==> src/design/btd_pkg.sv <==
// shared types, constants and glyph table of the packed text decoder
package btd_pkg;

  // one compressed byte and its string start flag
  typedef struct packed {
    logic [7:0] data_byte;
    logic       new_string;
  } in_item_t;

  // one decoded result
  typedef struct packed {
    logic [6:0] char_code;
    logic       char_valid;
    logic       string_end;
    logic       last_of_run;
  } out_item_t;

  // results of one byte handed from the decoder to the result queue
  typedef struct packed {
    logic [1:0] n;
    out_item_t  r0;
    out_item_t  r1;
  } push_t;

  // escape state
  typedef enum logic [1:0] {
    ESC_NONE = 2'd0,
    ESC_SHOW = 2'd1,
    ESC_HIDE = 2'd2
  } esc_t;

  localparam int QUEUE_DEPTH = 4;
  localparam int QPTR_W      = $clog2(QUEUE_DEPTH);
  localparam int QCNT_W      = $clog2(QUEUE_DEPTH + 1);

  localparam int GLYPH_COUNT = 92;

  localparam logic [6:0] SHIFT_CODE = 7'h1E;
  localparam logic [6:0] EXT_CODE   = 7'h1F;
  localparam logic [6:0] MARK_SHOW  = 7'h2F;
  localparam logic [6:0] MARK_HIDE  = 7'h5C;
  localparam logic [7:0] SHIFT_HIT  = 8'h40;
  localparam logic [7:0] LOWER_LO   = 8'hE1;
  localparam logic [7:0] LOWER_HI   = 8'hFA;
  localparam logic [7:0] UPPER_MASK = 8'hDF;

  // glyph table, entry k serves code k+1
  localparam logic [7:0] GLYPH_ROM [GLYPH_COUNT] = '{
    8'ha0, 8'he1, 8'he2, 8'he3, 8'he4, 8'he5, 8'he6, 8'he7, 8'he8, 8'he9, 8'heb, 8'hec,
    8'hed, 8'hee, 8'hef, 8'hf0, 8'hf2, 8'hf3, 8'hf4, 8'hf5, 8'hf6, 8'hf7, 8'hf9, 8'hae,
    8'ha2, 8'ha7, 8'hac, 8'ha1, 8'h8d, 8'hea, 8'hf1, 8'hf8, 8'hfa, 8'hb0, 8'hb1, 8'hb2,
    8'hb3, 8'hb4, 8'hb5, 8'hb6, 8'hb7, 8'hb8, 8'hb9, 8'h30, 8'h31, 8'h32, 8'h33, 8'h34,
    8'h35, 8'h36, 8'h37, 8'h38, 8'h39, 8'h41, 8'h42, 8'h43, 8'h44, 8'h45, 8'h46, 8'h47,
    8'h48, 8'h49, 8'h4a, 8'h4b, 8'h4c, 8'h4d, 8'h4e, 8'h4f, 8'h50, 8'h51, 8'h52, 8'h53,
    8'h54, 8'h55, 8'h56, 8'h57, 8'h58, 8'h59, 8'h5a, 8'ha8, 8'ha9, 8'haf, 8'hdc, 8'ha3,
    8'haa, 8'hbf, 8'hbc, 8'hbe, 8'hba, 8'hbb, 8'had, 8'ha5
  };

endpackage

==> src/design/btd_decode.sv <==
// input register, decode state and single pass byte decoder
module btd_decode (
  input  logic              clk,
  input  logic              rst_n,
  input  logic              in_valid,
  output logic              in_stall,
  input  btd_pkg::in_item_t in_data,
  input  logic              room,
  output btd_pkg::push_t    push
);

  btd_pkg::in_item_t in_item_r;
  logic              in_full_r;
  logic              fire;

  logic [5:0]        pc_r, pc_nxt;
  logic [2:0]        bc_r, bc_nxt;
  logic              ext_r, ext_nxt;
  logic [7:0]        cs_r, cs_nxt;
  btd_pkg::esc_t     esc_r, esc_nxt;

  // item leaves the input register when the queue can take two results
  assign fire     = in_full_r & room;
  assign in_stall = in_full_r & ~fire;

  // input register
  always_ff @(posedge clk) begin
    if (!rst_n) begin
      in_full_r <= 1'b0;
    end else if (in_valid && !in_stall) begin
      in_full_r <= 1'b1;
    end else if (fire) begin
      in_full_r <= 1'b0;
    end
  end

  always_ff @(posedge clk) begin
    if (in_valid && !in_stall) begin
      in_item_r <= in_data;
    end
  end

  // decode state
  always_ff @(posedge clk) begin
    if (!rst_n) begin
      pc_r  <= '0;
      bc_r  <= '0;
      ext_r <= 1'b0;
      cs_r  <= '0;
      esc_r <= btd_pkg::ESC_NONE;
    end else if (fire) begin
      pc_r  <= pc_nxt;
      bc_r  <= bc_nxt;
      ext_r <= ext_nxt;
      cs_r  <= cs_nxt;
      esc_r <= esc_nxt;
    end
  end

  // walk the eight bits msb first, at most two results come out
  always_comb begin
    logic                 done;
    logic                 was_ext;
    logic                 emit;
    logic [6:0]           code;
    logic [7:0]           glyph;
    logic [6:0]           ch;
    btd_pkg::out_item_t   res;

    pc_nxt  = in_item_r.new_string ? 6'd0 : pc_r;
    bc_nxt  = in_item_r.new_string ? 3'd0 : bc_r;
    ext_nxt = in_item_r.new_string ? 1'b0 : ext_r;
    cs_nxt  = in_item_r.new_string ? 8'd0 : cs_r;
    esc_nxt = in_item_r.new_string ? btd_pkg::ESC_NONE : esc_r;
    push    = '0;
    done    = 1'b0;
    was_ext = 1'b0;
    emit    = 1'b0;
    code    = '0;
    glyph   = '0;
    ch      = '0;
    res     = '0;

    for (int pos = 7; pos >= 0; pos--) begin
      emit = 1'b0;
      res  = '0;
      if (!done) begin
        pc_nxt = {pc_nxt[4:0], in_item_r.data_byte[3'(pos)]};
        bc_nxt = bc_nxt + 3'd1;
        if (ext_nxt ? (bc_nxt == 3'd6) : (bc_nxt == 3'd5)) begin
          was_ext = ext_nxt;
          code    = was_ext ? ({1'b0, pc_nxt} + btd_pkg::SHIFT_CODE) : {1'b0, pc_nxt};
          pc_nxt  = '0;
          bc_nxt  = '0;
          ext_nxt = 1'b0;
          if (!was_ext && code == btd_pkg::SHIFT_CODE) begin
            // case shift
            cs_nxt = {1'b1, cs_nxt[7:1]};
          end else if (!was_ext && code == btd_pkg::EXT_CODE) begin
            // extension prefix
            ext_nxt = 1'b1;
          end else if (code == 7'd0 || code > 7'(btd_pkg::GLYPH_COUNT)) begin
            // end of string: report and drop the rest of the byte
            res.string_end = 1'b1;
            emit    = 1'b1;
            done    = 1'b1;
            cs_nxt  = '0;
            esc_nxt = btd_pkg::ESC_NONE;
          end else begin
            glyph  = btd_pkg::GLYPH_ROM[code - 7'd1];
            cs_nxt = {1'b0, cs_nxt[7:1]};
            if (cs_nxt >= btd_pkg::SHIFT_HIT && glyph >= btd_pkg::LOWER_LO &&
                glyph <= btd_pkg::LOWER_HI) begin
              glyph = glyph & btd_pkg::UPPER_MASK;
            end
            ch = glyph[6:0];
            res.char_code  = ch;
            res.char_valid = 1'b1;
            // escape markers
            case (esc_nxt)
              btd_pkg::ESC_NONE: begin
                if (ch == btd_pkg::MARK_SHOW) begin
                  esc_nxt = btd_pkg::ESC_SHOW;
                end else if (ch == btd_pkg::MARK_HIDE) begin
                  esc_nxt = btd_pkg::ESC_HIDE;
                end else begin
                  emit = 1'b1;
                end
              end
              btd_pkg::ESC_SHOW: begin
                if (ch == btd_pkg::MARK_SHOW) begin
                  esc_nxt = btd_pkg::ESC_NONE;
                end else if (ch != btd_pkg::MARK_HIDE) begin
                  emit = 1'b1;
                end
              end
              btd_pkg::ESC_HIDE: begin
                if (ch == btd_pkg::MARK_HIDE) begin
                  esc_nxt = btd_pkg::ESC_NONE;
                end
              end
              default: begin
                esc_nxt = btd_pkg::ESC_NONE;
              end
            endcase
          end
          if (emit) begin
            if (push.n == 2'd0) begin
              push.r0 = res;
            end else begin
              push.r1 = res;
            end
            push.n = push.n + 2'd1;
          end
        end
      end
    end

    // mark the final result of this byte
    if (push.n == 2'd1) begin
      push.r0.last_of_run = 1'b1;
    end else if (push.n == 2'd2) begin
      push.r1.last_of_run = 1'b1;
    end

    // nothing is pushed unless the item really moves on
    if (!fire) begin
      push.n = 2'd0;
    end
  end

endmodule

==> src/design/btd_result_queue.sv <==
// result queue that takes up to two results a cycle and hands out one while out_stall is low
module btd_result_queue (
  input  logic               clk,
  input  logic               rst_n,
  input  btd_pkg::push_t     push,
  output logic               room,
  output logic               out_valid,
  input  logic               out_stall,
  output btd_pkg::out_item_t out_data
);

  btd_pkg::out_item_t          q_r [btd_pkg::QUEUE_DEPTH];
  logic [btd_pkg::QPTR_W-1:0]  wr_r, wr_nxt;
  logic [btd_pkg::QPTR_W-1:0]  rd_r, rd_nxt;
  logic [btd_pkg::QCNT_W-1:0]  cnt_r, cnt_nxt;
  logic                        pop;

  // room for a full byte worth of results
  assign room      = cnt_r <= btd_pkg::QCNT_W'(btd_pkg::QUEUE_DEPTH - 2);
  assign out_valid = cnt_r != '0;
  assign out_data  = q_r[rd_r];
  assign pop       = out_valid & ~out_stall;

  // pointer and fill count update
  always_comb begin
    wr_nxt  = wr_r + btd_pkg::QPTR_W'(push.n);
    rd_nxt  = rd_r + btd_pkg::QPTR_W'(pop);
    cnt_nxt = cnt_r + btd_pkg::QCNT_W'(push.n) - btd_pkg::QCNT_W'(pop);
  end

  always_ff @(posedge clk) begin
    if (!rst_n) begin
      wr_r  <= '0;
      rd_r  <= '0;
      cnt_r <= '0;
    end else begin
      wr_r  <= wr_nxt;
      rd_r  <= rd_nxt;
      cnt_r <= cnt_nxt;
    end
  end

  // entry writes
  always_ff @(posedge clk) begin
    if (push.n != 2'd0) begin
      q_r[wr_r] <= push.r0;
    end
    if (push.n == 2'd2) begin
      q_r[wr_r + btd_pkg::QPTR_W'(1)] <= push.r1;
    end
  end

  // fill count stays within the queue
  a_cnt_bound: assert property (@(posedge clk) disable iff (!rst_n)
    cnt_r <= btd_pkg::QCNT_W'(btd_pkg::QUEUE_DEPTH))
    else $error("result queue overfilled");

  // a push only arrives when there was room for two results
  a_push_room: assert property (@(posedge clk) disable iff (!rst_n)
    push.n != 2'd0 |-> room)
    else $error("push without room");

  // reset empties the queue
  a_reset_empty: assert property (@(posedge clk)
    !rst_n |=> cnt_r == '0)
    else $error("queue not empty after reset");

  // no transfer and no push keeps the count
  a_hold_count: assert property (@(posedge clk) disable iff (!rst_n)
    (!pop && push.n == 2'd0) |=> $stable(cnt_r))
    else $error("count moved without transfer");

endmodule

==> src/design/bitpacked_text_decoder_unit.sv <==
// Packed text decoder: bytes come in on the in_ channel and are read msb first as a stream of
// 5-bit codes (code 31 takes a 6-bit extension, code 30 shifts the next letter to upper case);
// each code selects a glyph, and the emitted 7-bit characters leave on the out_ channel, with
// string_end on the result that closes a string and last_of_run on the final result of each
// byte. Characters between '/' markers are shown and between '\' markers hidden. A byte is held
// in the input register until the queue has room for two results, is decoded there and lands
// in a four-entry result queue. A byte yields zero to two results and the queue hands out one
// result per cycle while out_stall is low, so bytes are taken at one byte per cycle when they
// yield at most one result, while bytes that yield two results hold the input back.
module bitpacked_text_decoder_unit (
  input  logic               clk,
  input  logic               rst_n,
  input  logic               in_valid,
  output logic               in_stall,
  input  btd_pkg::in_item_t  in_data,
  output logic               out_valid,
  input  logic               out_stall,
  output btd_pkg::out_item_t out_data
);

  btd_pkg::push_t push;
  logic           room;

  // byte decoder
  btd_decode u_decode (
    .clk      (clk),
    .rst_n    (rst_n),
    .in_valid (in_valid),
    .in_stall (in_stall),
    .in_data  (in_data),
    .room     (room),
    .push     (push)
  );

  // result queue
  btd_result_queue u_queue (
    .clk       (clk),
    .rst_n     (rst_n),
    .push      (push),
    .room      (room),
    .out_valid (out_valid),
    .out_stall (out_stall),
    .out_data  (out_data)
  );

endmodule
==> config.mk <==
export PLATFORM = sky130hd
export DESIGN_NAME = bitpacked_text_decoder_unit
export DESIGN_NICKNAME = d
export VERILOG_FILES = /design/src/design/btd_pkg.sv /design/src/design/btd_decode.sv /design/src/design/btd_result_queue.sv /design/src/design/bitpacked_text_decoder_unit.sv
export SDC_FILE = /design/constraint.sdc
export NUM_CORES = 1
export LEC_CHECK = 0
export BUFFER_PORTS_ARGS = -buffer_cell sky130_fd_sc_hd__buf_2
export CAP_MARGIN = 30
export CORE_MARGIN = 3
export CORE_UTILIZATION = 50
export CTS_CLUSTER_SIZE = 30
export DETAILED_ROUTE_END_ITERATION = 8
export GPL_ROUTABILITY_DRIVEN = 0
export PLACE_DENSITY = 0.66
export SETUP_SLACK_MARGIN = 0.05
export SLEW_MARGIN = 15
export SYNTH_ARGS = -nofsm -noshare
export SYNTH_HDL_FRONTEND = slang
export SYNTH_HIERARCHICAL = 1
export SYNTH_SLANG_ARGS = --single-unit
==> constraint.sdc <==
create_clock -name clk -period 21.3 [get_ports clk]
set_input_delay 6.39 -clock clk [delete_from_list [all_inputs] [get_ports clk]]
set_output_delay 6.39 -clock clk [all_outputs]
set_load 0.02 [all_outputs]
# After elaboration in Yosys (flattened, before gate mapping)
# Memories as Yosys holds them, arrays and structs flattened. A register that Yosys moved wholly into a read port is not among the register bits.
# Cells that the tools add are included.
[word_totals]
ff_bits = 32
ramBits = 40
rom_bits = 8192
inputBits = 13
out_inout_bits = 12
word_cells = 706
memories = 9
[op_classes]
addsub = 32
n_lt_le_gt_ge = 41
n_eq_ne = 75
muxes = 449
bitwise = 13
reduce_logical = 76
[memory_table]
columns = ["name", "depth", "width", "read_ports", "rd_clocked_by_memory_dff", "wr", "line_no", "text"]
rows = [
  ["(name not given)", 128, 8, 1, 0, 0, "btd_decode.sv:110", "glyph = btd_pkg::GLYPH_ROM[code - 7'd1];"],
  ["(name not given)", 128, 8, 1, 0, 0, "btd_decode.sv:110", ""],
  ["(name not given)", 128, 8, 1, 0, 0, "btd_decode.sv:110", ""],
  ["(name not given)", 128, 8, 1, 0, 0, "btd_decode.sv:110", ""],
  ["(name not given)", 128, 8, 1, 0, 0, "btd_decode.sv:110", ""],
  ["(name not given)", 128, 8, 1, 0, 0, "btd_decode.sv:110", ""],
  ["3 more memories", "--", "--", "--", "--", "--", "--", ""],
]
[op_table]
columns = ["cell", "count"]
rows = [
  ["two-way mux 22 bit", 22],
  ["two-way mux 8 bit", 56],
  ["two-way mux 7 bit", 55],
  ["two-way mux 1 bit", 155],
  ["two-way mux 2 bit", 74],
  ["two-way mux 9 bit", 16],
  ["two-way mux 10 bit", 14],
  ["greater-or-equal comparator 8 bit, second input constant", 16],
  ["equality test 7 x 5 -> 1 bit, second input constant", 16],
  ["two-way mux 5 bit", 16],
  ["<= comparator 8 bit, second input constant", 8],
  ["inverter 7 -> 8 bit", 8],
  ["equality test 7 x 6 -> 1 bit, second input constant", 8],
  ["equality test 7 bit, second input constant", 8],
  ["greater-or-equal comparator 7 bit, second input constant", 8],
  ["> comparator 7 bit, second input constant", 8],
  ["logical NOT 7 bit", 8],
  ["!= test 7 bit, second input constant", 8],
  ["subtractor 7 x 1 -> 7 bit, second input constant", 8],
  ["equality test 3 bit, second input constant", 16],
  ["two-way mux 3 bit", 16],
  ["two-way mux 6 bit", 8],
  ["one-hot mux 2 bit (3 select lines)", 8],
  ["logical AND 1 bit", 33],
  ["other kinds (19)", 93],
]

# Logic depth before layout (Yosys ltp)
# Gate-level depths: netlist of run 1.
[depth]
word_depth = 85
depth_mapped = 91
ltp_nobuf = 75

# Modules after synthesis
# Netlist of run 1, hierarchy kept.
[by_module_without_submodules]
columns = ["module", "n_inst", "cells_per_inst", "area_each_um2", "seq_area_each_um2"]
rows = [
  ["btd_decode", 1, 1430, 9701.8, 390.4],
  ["btd_result_queue", 1, 144, 2349.8, 1341.3],
]

# Worst setup path after synthesis of run 1
# OpenSTA, ideal clock, no wires.
[synth_path]
kind = "register -> register"
start = "register u_decode/in_item_r[0] (netlist bit)"
end = "memory u_queue/q_r[0][0] (netlist bit) (enable)"
setup_time_ns = 0.394
arrival_ns = 17.733
t_required_ns = 20.906
setup_slack_ns = 3.173
path_stages_with_launch = 82
n_path_buf = 18
period_less_slack_ns = 18.127
path_cell_list = "edfxtp_1 buf_2 buf_2 clkbuf_1 clkbuf_1 buf_1 nor2b_1 ha_1 buf_4 or3b_4 o32a_1 and2_1 ha_1 a311o_1 or3_1 and3_1 buf_2 nor2_1 (+46 left out) ha_1 ha_1 nand2b_1 a21oi_1 nor2_1 a211oi_2 or3_1 buf_4 nor2_1 a2111oi_0 nor3_1 a211oi_4 a41oi_2 buf_6 nand2b_1 o21ai_0 nor2_1 o31ai_1"
[synth_lines]
columns = ["item", "line_no", "text"]
rows = [
  ["start: declaration", "btd_decode.sv:12", "btd_pkg::in_item_t in_item_r;"],
  ["start signal: assignment", "btd_decode.sv:39", "in_item_r <= in_data;"],
  ["end: declaration", "btd_result_queue.sv:12", "btd_pkg::out_item_t q_r [btd_pkg::QUEUE_DEPTH];"],
]

==> flow_summary.json, run 1 <==
{
  "status": "complete, no violations",
  "yosys.cell_types.count": 126,
  "cts-root-buf": "clkbuf_16",
  "cp_max_fo": 24,
  "via_per_inst": 6.743,
  "grt_max_degree": 26,
  "dr.pass1.iters": 6,
  "rsz0062_at_grt": "false",
  "io_pins": 25,
  "cpMostUsedCell": "ha_1",
  "final_antenna_net_count": 0,
  "ys_warn_count": 6,
  "tightest_slew_ns": 0.8952,
  "start_kind": "flip-flop",
  "hp-class": "flip-flop to flip-flop",
  "max_stage_delay_ns": 0.84,
  "first_global_vias": 11200,
  "min_from": "u_decode/cs_r[7]",
  "grt_antenna_before_repair": 0,
  "grt.met3_usage_pct": 4.411,
  "clkSinkCount": 64,
  "die_area_um2": 26000,
  "worstSetupPathType": "flip-flop to flip-flop",
  "maxCapViolations": 0,
  "fp.dieW_um": 161.3,
  "initial_utilization_pct": 51.04,
  "area_growth_pct": 4.257,
  "r2r-start": "u_decode/bc_r[0]",
  "crit_path_end_kind": "flip-flop",
  "syn-num-nets": 1663,
  "core_um2": 23610,
  "clkLatencyLatePin_ns": 0.35,
  "grt_overflow": 0,
  "drive_gt1_share_pct": 13.56,
  "cts_tree": "done",
  "ys_ff_latch": 64,
  "setup_tns_ns": 0,
  "use_met1_pct": 38.95,
  "die_y_um": 161.3,
  "layout_min_cycle_time_ns": 19.63,
  "clk_pin_slew_ns": 0.06,
  "hold_viol_final": 0,
  "grt_pass1_wl_um": 59800,
  "rows": 56,
  "wl_per_cell_um": 20.19,
  "rrSetupSlack_ns": 1.67,
  "syn_inst": 1574,
  "r2r-end": "u_queue/q_r[0][1]",
  "cp.required_ns": 21.33,
  "path_buf_inv": 10,
  "dp_hpwl_um": 27840,
  "fin_skew_ns": 0.01893,
  "fin_nets": 1610,
  "cpLargestDelayFamily": "compound AO/OA/AOI/OAI gates",
  "busiest_layer": "met2",
  "whs_path_depth": 2,
  "syn-mean-instance-area_um2": 7.657,
  "drt_iter0_drc": 1448,
  "grt_util_met2_pct": 45.09,
  "async_reset_ff_share_pct": 0,
  "n_antenna_cell": 0,
  "synthesis.area_um2": 12050,
  "reg2reg_depth": 64,
  "synth-main-ff-cell": "edfxtp_1",
  "relSlewSlack_pct": 39.69,
  "finalCritPeriodShare_pct": 92.17,
  "drv_slew": 0,
  "arrival_ns": 19.66,
  "htree_levels": 3,
  "synth-edff-count": 45,
  "vias": 12440,
  "min_to": "u_decode/cs_r[7]",
  "cts_buffer_depth": 2,
  "numPortBuffers": 20,
  "cts_made_buffers": 9,
  "cp_slowest_cell": "ha_1",
  "cts_hold_buf": 0,
  "wl_um": 37250,
  "fmax_mhz": 50.94,
  "grt_use_total_pct": 27.77,
  "drc": 0,
  "yosysSeqAreaShare_pct": 14.37,
  "setup_viol": 0
}
-- registers in the layout, indices dropped and copies added, names as in the netlist --
name and count:
u_queue/q_r 40, u_decode/in_item_r 5, u_decode/pc_r 4, u_decode/bc_r 3, u_queue/cnt_r 3, u_decode/esc_r 2, u_queue/rd_r 2, u_queue/wr_r 2
u_decode/cs_r 1, u_decode/ext_r 1, u_decode/in_full_r 1
-- cell usage after synthesis, drive strengths merged, types with 18 or more instances --
library cell	number	share of area (%)
a211oi	31	2.2
a21oi	109	4.9
a31oi	27	1.5
and2	26	1.4
buf	37	2.1
clkbuf	77	2.4
dfxtp	19	3.2
edfxtp	45	11
ha	73	7.6
inv	69	2.1
mux2	49	4.6
mux2i	48	4.0
nand2	130	4.0
nand3	57	2.4
nand4	18	0.93
nor2	163	5.1
nor2b	24	1.3
nor3	50	2.2
o211ai	28	1.7
o21ai	104	4.4
o31ai	24	1.8
or3	20	1.1
xnor2	26	2.1
-- stage by stage --
stage | hold slack (ns) | instance area [µm²] | utilization (%) | std cells | setup WS, ns
finish | 0.4803 | 12560 | 53.21 | 1845 | 1.669
global route | 0.5187 | 12560 | 53.21 | 1845 | 0.1886
CTS | 0.4836 | 12520 | 53.00 | 1840 | 1.172
detailed placement | 0.4763 | 12190 | 51.62 | 1824 | 1.190
global placement | 0.4667 | 12180 | 51.57 | 1822 | 1.421
floorplan | 0.4414 | 12050 | - | 1574 | 3.173
-- cell usage in the layout (no fill, tap or decap), drive strengths merged, types with 27 or more instances in the layout --
| master | netlist | routed |
|---|---|---|
| a211oi | 31 | 31 |
| a21oi | 109 | 109 |
| a31oi | 27 | 27 |
| buf | 37 | 50 |
| edfxtp | 45 | 45 |
| ha | 73 | 73 |
| inv | 69 | 72 |
| mux2 | 49 | 49 |
| mux2i | 48 | 48 |
| nand2 | 130 | 130 |
| nand3 | 57 | 57 |
| nor2 | 163 | 163 |
| nor3 | 50 | 50 |
| o211ai | 28 | 28 |
| o21ai | 104 | 104 |
-- worst max-delay path by stage --
stage | cells past startpoint | start | to
2_1_floorplan | 81 | u_decode/in_item_r[0] | u_queue/q_r[0][0]
3_3_place_gp | 62 | u_decode/in_item_r[0] | u_queue/q_r[0][4]
3_5_place_dp | 64 | u_decode/in_item_r[0] | u_queue/q_r[0][1]
4_1_cts | 64 | u_decode/in_item_r[0] | u_queue/q_r[0][3]
5_1_grt | 70 | u_decode/bc_r[0] | u_queue/q_r[0][1]
6_report | 64 | u_decode/bc_r[0] | u_queue/q_r[0][1]
-- layer usage --
layer	part of all wire, %	wire [µm]
met1	45	16610
met3	7.9	2960
met5	0	0
met4	1.8	677
met2	46	17010
-- cells by family (layout without fill, tap and decap cells) --
group                      count (synthesis)  in the layout  synth area share [%]
adders and majority gates                 76             76                 8.077
muxes                                    107            107                 10.53
xor gates and xnor gates                  34             34                 3.083
AOI/OAI and AO/OA                        527            527                 32.42
and+or+nand+nor                          582            582                 24.81
buffers and inverters                    184            136                 6.707
DFF                                       64             64                 14.37
-- final cells by class --
type	count	area, µm²
fillers	2245	11050
multi-input cells	1326	9523
flip-flops and latches	64	1732
well taps	319	399.1
repair buffers	50	321.6
inverters	70	262.8
clock buffers	9	225.2
clock inverters	7	101.3
-- worst reg2reg max path: cells and delay by family, from the launching register on --
family,cells,cell delay [ns]
compound gates,23,7.42
xor+xnor,2,0.52
fa+ha+maj,9,3.73
buf+inv,10,1.71
flops,1,0.31
simple gates,20,5.65
-- what timing repair did --
action                                  CTS  global route
gates resized for setup                   0             3
endpoints found under the setup margin    0            83
setup buffers                             0             4
Power of run 1 is left out: the tool's default activity adds up to more than one toggle a clock period on the data nets, which glitch-free logic cannot reach.
==> inputs of run 2 (changes only) <==
--- a/config.mk
+++ b/config.mk
@@ -5,14 +5,14 @@
 export SDC_FILE = /design/constraint.sdc
 export NUM_CORES = 1
 export LEC_CHECK = 0
-export BUFFER_PORTS_ARGS = -buffer_cell sky130_fd_sc_hd__buf_2
 export CAP_MARGIN = 30
 export CORE_MARGIN = 3
 export CORE_UTILIZATION = 50
 export CTS_CLUSTER_SIZE = 30
 export DETAILED_ROUTE_END_ITERATION = 8
+export DONT_BUFFER_PORTS = 1
 export GPL_ROUTABILITY_DRIVEN = 0
-export PLACE_DENSITY = 0.66
+export PLACE_DENSITY_LB_ADDON = 0.1
 export SETUP_SLACK_MARGIN = 0.05
 export SLEW_MARGIN = 15
 export SYNTH_ARGS = -nofsm -noshare
==> run 2 against run 1 <==
Compared with the run above: maximum frequency down 1.7%; worst hold slack improved by 0.019 ns; critical endpoint unchanged; register-to-register slack got worse by 0.34 ns; clock-buffer cell count did not move; routed wire length rose by 0.30%; sequential share of layout area is 0.16 points higher; final cell count is 1.4% lower.
==> flow_summary.json, run 2 (synthesized netlist as in run 1, its figures left out) <==
{
  "hold_viol_final": 0,
  "cp-endpoint": "u_queue/q_r[0][1]",
  "drc": 0,
  "fp.dieW_um": 161.3,
  "reg_top3": "u_queue/q_r x40, u_decode/in_item_r x5, u_decode/pc_r x4",
  "cp-startpoint": "u_decode/in_item_r[0]",
  "numPortBuffers": 0,
  "rows": 56,
  "cts_hold_buf": 0,
  "status": "complete, no violations",
  "first_global_vias": 11050,
  "grt_overflow": 0,
  "register_area_um2": 1732,
  "clkLatencyLatePin_ns": 0.34,
  "core_um2": 23610,
  "initial_utilization_pct": 51.04,
  "cts_made_buffers": 9,
  "rrSetupSlack_ns": 1.33,
  "dp_hpwl_um": 28260,
  "final_antenna_net_count": 0,
  "grt_max_degree": 27,
  "fin_ws_ns": 1.327,
  "worstSetupPathType": "flip-flop to flip-flop",
  "drive_gt1_share_pct": 12.06,
  "cp_num_cells": 68,
  "vias": 12230,
  "die_area_um2": 26000,
  "die_y_um": 161.3,
  "final_cell_mix": "nor2_1 (161), nand2_1 (130), a21oi_1 (102)",
  "preCtsSetupSlack_ns": 1.270,
  "rsz0062_at_grt": "false",
  "setup_tns_ns": 0,
  "clk_pin_slew_ns": 0.07,
  "reg2reg_depth": 68,
  "io_pins": 25,
  "clkSinkCount": 64,
  "drt_iter0_drc": 1450,
  "hp-class": "flip-flop to flip-flop",
  "cp_slowest_cell": "a2111oi_1",
  "via_per_inst": 6.721,
  "htree_levels": 3,
  "cts_tree": "done",
  "wl_per_cell_um": 20.53,
  "final_util_pct": 52.60,
  "n_antenna_cell": 0,
  "nFillCells": 2379,
  "fin_skew_ns": 0.01469,
  "crit_path_end_kind": "flip-flop",
  "largest_register": "u_queue/q_r",
  "max_stage_delay_ns": 0.70,
  "cts-root-buf": "clkbuf_16",
  "layout_min_cycle_time_ns": 19.97,
  "cpMostUsedCell": "nor2_1",
  "grt_antenna_before_repair": 0,
  "fmax_mhz": 50.07,
  "tightest_slew_ns": 0.9025,
  "cpLargestDelayFamily": "simple AND/OR/NAND/NOR gates",
  "area_growth_pct": 3.063,
  "relSlewSlack_pct": 39.20,
  "fin_nets": 1585,
  "grt_pass1_wl_um": 59790,
  "cp_max_fo": 22,
  "maxCapViolations": 0,
  "cp.required_ns": 21.33,
  "finalCritPeriodShare_pct": 93.77,
  "r2r-end": "u_queue/q_r[0][1]",
  "final_common_cell": "nor2_1",
  "setup_viol": 0,
  "start_kind": "flip-flop",
  "wl_um": 37360,
  "arrival_ns": 20.00,
  "drv_slew": 0,
  "cts_buffer_depth": 2,
  "path_buf_inv": 7,
  "placed_area_um2": 12070,
  "grt_use_total_pct": 27.76,
  "r2r-start": "u_decode/in_item_r[0]",
  "design_area_um2": 12420,
  "largest_reg_flops": 40,
  "multi_input_area_um2": 9523,
  "post_cts_buffers": 0,
  "dr.pass1.iters": 5
}
run 2: changes by cell type in the layout (fill, tap and decap cells not counted), sizes merged:
cell	change
buf	-25
clkinv	+4
clkinvlp	-2
inv	-2
run 2: metal layers:
| metal | share of wire (%) | GRT usage (%) |
|---|---|---|
| met5 | 0 | 0 |
| met4 | 1.3 | 5.123 |
| met3 | 7.0 | 4.847 |
| met2 | 46 | 44.84 |
| met1 | 46 | 39.35 |
run 2: worst register-to-register path: cells and delay by family (launching register included):
| family | cells | cell delay (ns) |
|---|---|---|
| DFF | 1 | 0.39 |
| buffers and inverters | 7 | 1.40 |
| xor gates and xnor gates | 1 | 0.22 |
| adders and majority gates | 9 | 3.10 |
| AOI/OAI and AO/OA | 22 | 7.14 |
| and+or+nand+nor | 29 | 7.37 |
run 2: worst min-delay path by stage:
stage                startpoint               end  slack (ns)  depth (start not counted)
2_1_floorplan  u_decode/cs_r[7]  u_decode/cs_r[7]        0.44                          2
3_3_place_gp   u_decode/cs_r[7]  u_decode/cs_r[7]        0.48                          2
3_5_place_dp   u_decode/cs_r[7]  u_decode/cs_r[7]        0.50                          2
4_1_cts        u_decode/cs_r[7]  u_decode/cs_r[7]        0.51                          2
5_1_grt        u_decode/cs_r[7]  u_decode/cs_r[7]        0.53                          2
6_report       u_decode/cs_r[7]  u_decode/cs_r[7]        0.50                          2
run 2: layout make-up:
type | count | area share, %
Multi-Input combinational cell | 1326 | 76.67
Inverter | 70 | 2.115
Tap cell | 319 | 3.213
Sequential cell | 64 | 13.94
Timing Repair Buffer | 25 | 1.481
Clock inverter | 7 | 0.7656
Clock buffer | 9 | 1.813
run 2: through the flow:
step	hold slack (ns)	instances
CTS	0.5079	1818
global placement	0.4835	1800
finish	0.4995	1820
global route	0.5278	1820
floorplan	0.4414	1574
detailed placement	0.5020	1802
run 2: what timing repair did:
item | 4_1_cts | 5_1_grt
setup endpoints to repair | 0 | 83
gates resized for setup | 0 | 3
endpoints found under the hold margin | 0 | 0
Power of run 2 is left out for the same reason.
==> inputs of run 3 (changes only) <==
--- a/config.mk
+++ b/config.mk
@@ -13,6 +13,7 @@
 export DONT_BUFFER_PORTS = 1
 export GPL_ROUTABILITY_DRIVEN = 0
 export PLACE_DENSITY_LB_ADDON = 0.1
+export REMOVE_ABC_BUFFERS = 1
 export SETUP_SLACK_MARGIN = 0.05
 export SLEW_MARGIN = 15
 export SYNTH_ARGS = -nofsm -noshare
==> run 3 against run 2 <==
Compared with the run above: global-route usage is 0.28 points higher; sequential share of layout area hardly changed; register-to-register slack worse by 0.04 ns; worst setup slack worse by 0.043 ns; core utilization is 0.14 points higher.
==> flow_summary.json, run 3 (synthesized netlist as in run 1, its figures left out) <==
{
  "drv_slew": 0,
  "setup_tns_ns": 0,
  "register_area_um2": 1732,
  "setup_viol": 0,
  "hp-class": "flip-flop to flip-flop",
  "largest_reg_flops": 40,
  "relSlewSlack_pct": 40.71,
  "final_antenna_net_count": 0,
  "max_stage_delay_ns": 0.67,
  "final_common_cell": "nor2_1",
  "dr.pass1.iters": 5,
  "grt_overflow": 0,
  "via_per_inst": 6.783,
  "crit_path_end_kind": "flip-flop",
  "reg_top3": "u_queue/q_r x40, u_decode/in_item_r x5, u_decode/pc_r x4",
  "cts_tree": "done",
  "wl_um": 37790,
  "clkLatencyLatePin_ns": 0.33,
  "grt.met3_usage_pct": 3.539,
  "status": "complete, no violations",
  "n_antenna_cell": 0,
  "clk_pin_slew_ns": 0.06,
  "preCtsSetupSlack_ns": 0.7423,
  "grt_antenna_before_repair": 0,
  "die_y_um": 161.3,
  "initial_utilization_pct": 51.04,
  "cp.required_ns": 21.38,
  "grt_use_total_pct": 28.04,
  "fin_ws_ns": 1.285,
  "nFillCells": 2287,
  "vias": 12340,
  "layout_min_cycle_time_ns": 20.02,
  "whs_path_depth": 2,
  "start_kind": "flip-flop",
  "arrival_ns": 20.09,
  "rsz0062_at_grt": "false",
  "htree_levels": 3,
  "numPortBuffers": 0,
  "area_growth_pct": 3.343,
  "final_util_pct": 52.74,
  "cp_max_fo": 20,
  "tightest_slew_ns": 0.8875,
  "wl_per_cell_um": 20.77,
  "busiest_layer": "met2",
  "fp.dieW_um": 161.3,
  "multi_input_area_um2": 9544,
  "grt_pass1_wl_um": 60200,
  "fmax_mhz": 49.96,
  "drive_gt1_share_pct": 12.13,
  "clkSinkCount": 64,
  "cts-root-buf": "clkbuf_16",
  "fin_nets": 1584,
  "largest_register": "u_queue/q_r",
  "grt_util_met2_pct": 44.97,
  "core_um2": 23610,
  "cts_buffer_depth": 2,
  "reg2reg_depth": 68,
  "cpMostUsedCell": "nor2_1",
  "die_area_um2": 26000,
  "cts_made_buffers": 9,
  "first_global_vias": 11170,
  "maxCapViolations": 0,
  "drc": 0,
  "drt_iter0_drc": 1398,
  "finalCritPeriodShare_pct": 93.97,
  "cp_slowest_cell": "dfxtp_1",
  "rows": 56,
  "final_cell_mix": "nor2_1 (161), nand2_1 (130), a21oi_1 (102)",
  "worstSetupPathType": "flip-flop to flip-flop",
  "dp_hpwl_um": 28440,
  "grt_max_degree": 27,
  "fin_skew_ns": 0.008912,
  "io_pins": 25,
  "use_met1_pct": 40.20,
  "hold_viol_final": 0
}
run 3: stage by stage:
stage	hold slack, ns	std cells	instance area, µm²
CTS	0.4763	1817	12400
floorplan	0.4414	1460	11510
detailed placement	0.4708	1801	12070
global route	0.5050	1819	12450
global placement	0.4652	1799	12060
finish	0.4830	1819	12450
run 3: area by class of cell:
class	instances	share of cell area, %
Tap cell	319	3.205
Multi-Input combinational cell	1326	76.63
Clock inverter	6	0.8640
Clock buffer	10	1.838
Inverter	70	2.110
Timing Repair Buffer	24	1.447
Sequential cell	64	13.90
run 3: layer usage:
metal	wire (µm)	share of wire, %	vias to the layer above
met5	0	0	-
met4	779	2.1	0
met3	2624	6.9	69
met2	17150	45	549
met1	17230	46	5882
li1	-	-	5838
run 3: final timing paths:
path                    start                 to  slack (ns)
max reg2reg  u_decode/bc_r[0]  u_queue/q_r[3][5]        1.28
min reg2reg  u_decode/cs_r[7]   u_decode/cs_r[7]        0.48
min          u_decode/cs_r[7]   u_decode/cs_r[7]        0.48
max          u_decode/bc_r[0]  u_queue/q_r[3][5]        1.28
run 3: timing repair:
item / CTS / global route
resized for setup: 0 / 7
endpoints found under the setup margin: 0 / 85
setup buffers: 0 / 1
hold buffers: 0 / 0
run 3: critical path: cells and delay by family (launching register included):
| family | cells | cell delay, ns |
|---|---|---|
| muxes | 1 | 0.41 |
| buffers and inverters | 7 | 1.39 |
| and+or+nand+nor | 28 | 7.07 |
| DFF | 1 | 0.67 |
| adders and majority gates | 9 | 3.02 |
| AOI/OAI and AO/OA | 22 | 6.70 |
| xor gates and xnor gates | 1 | 0.46 |
Power of run 3 is left out for the same reason.
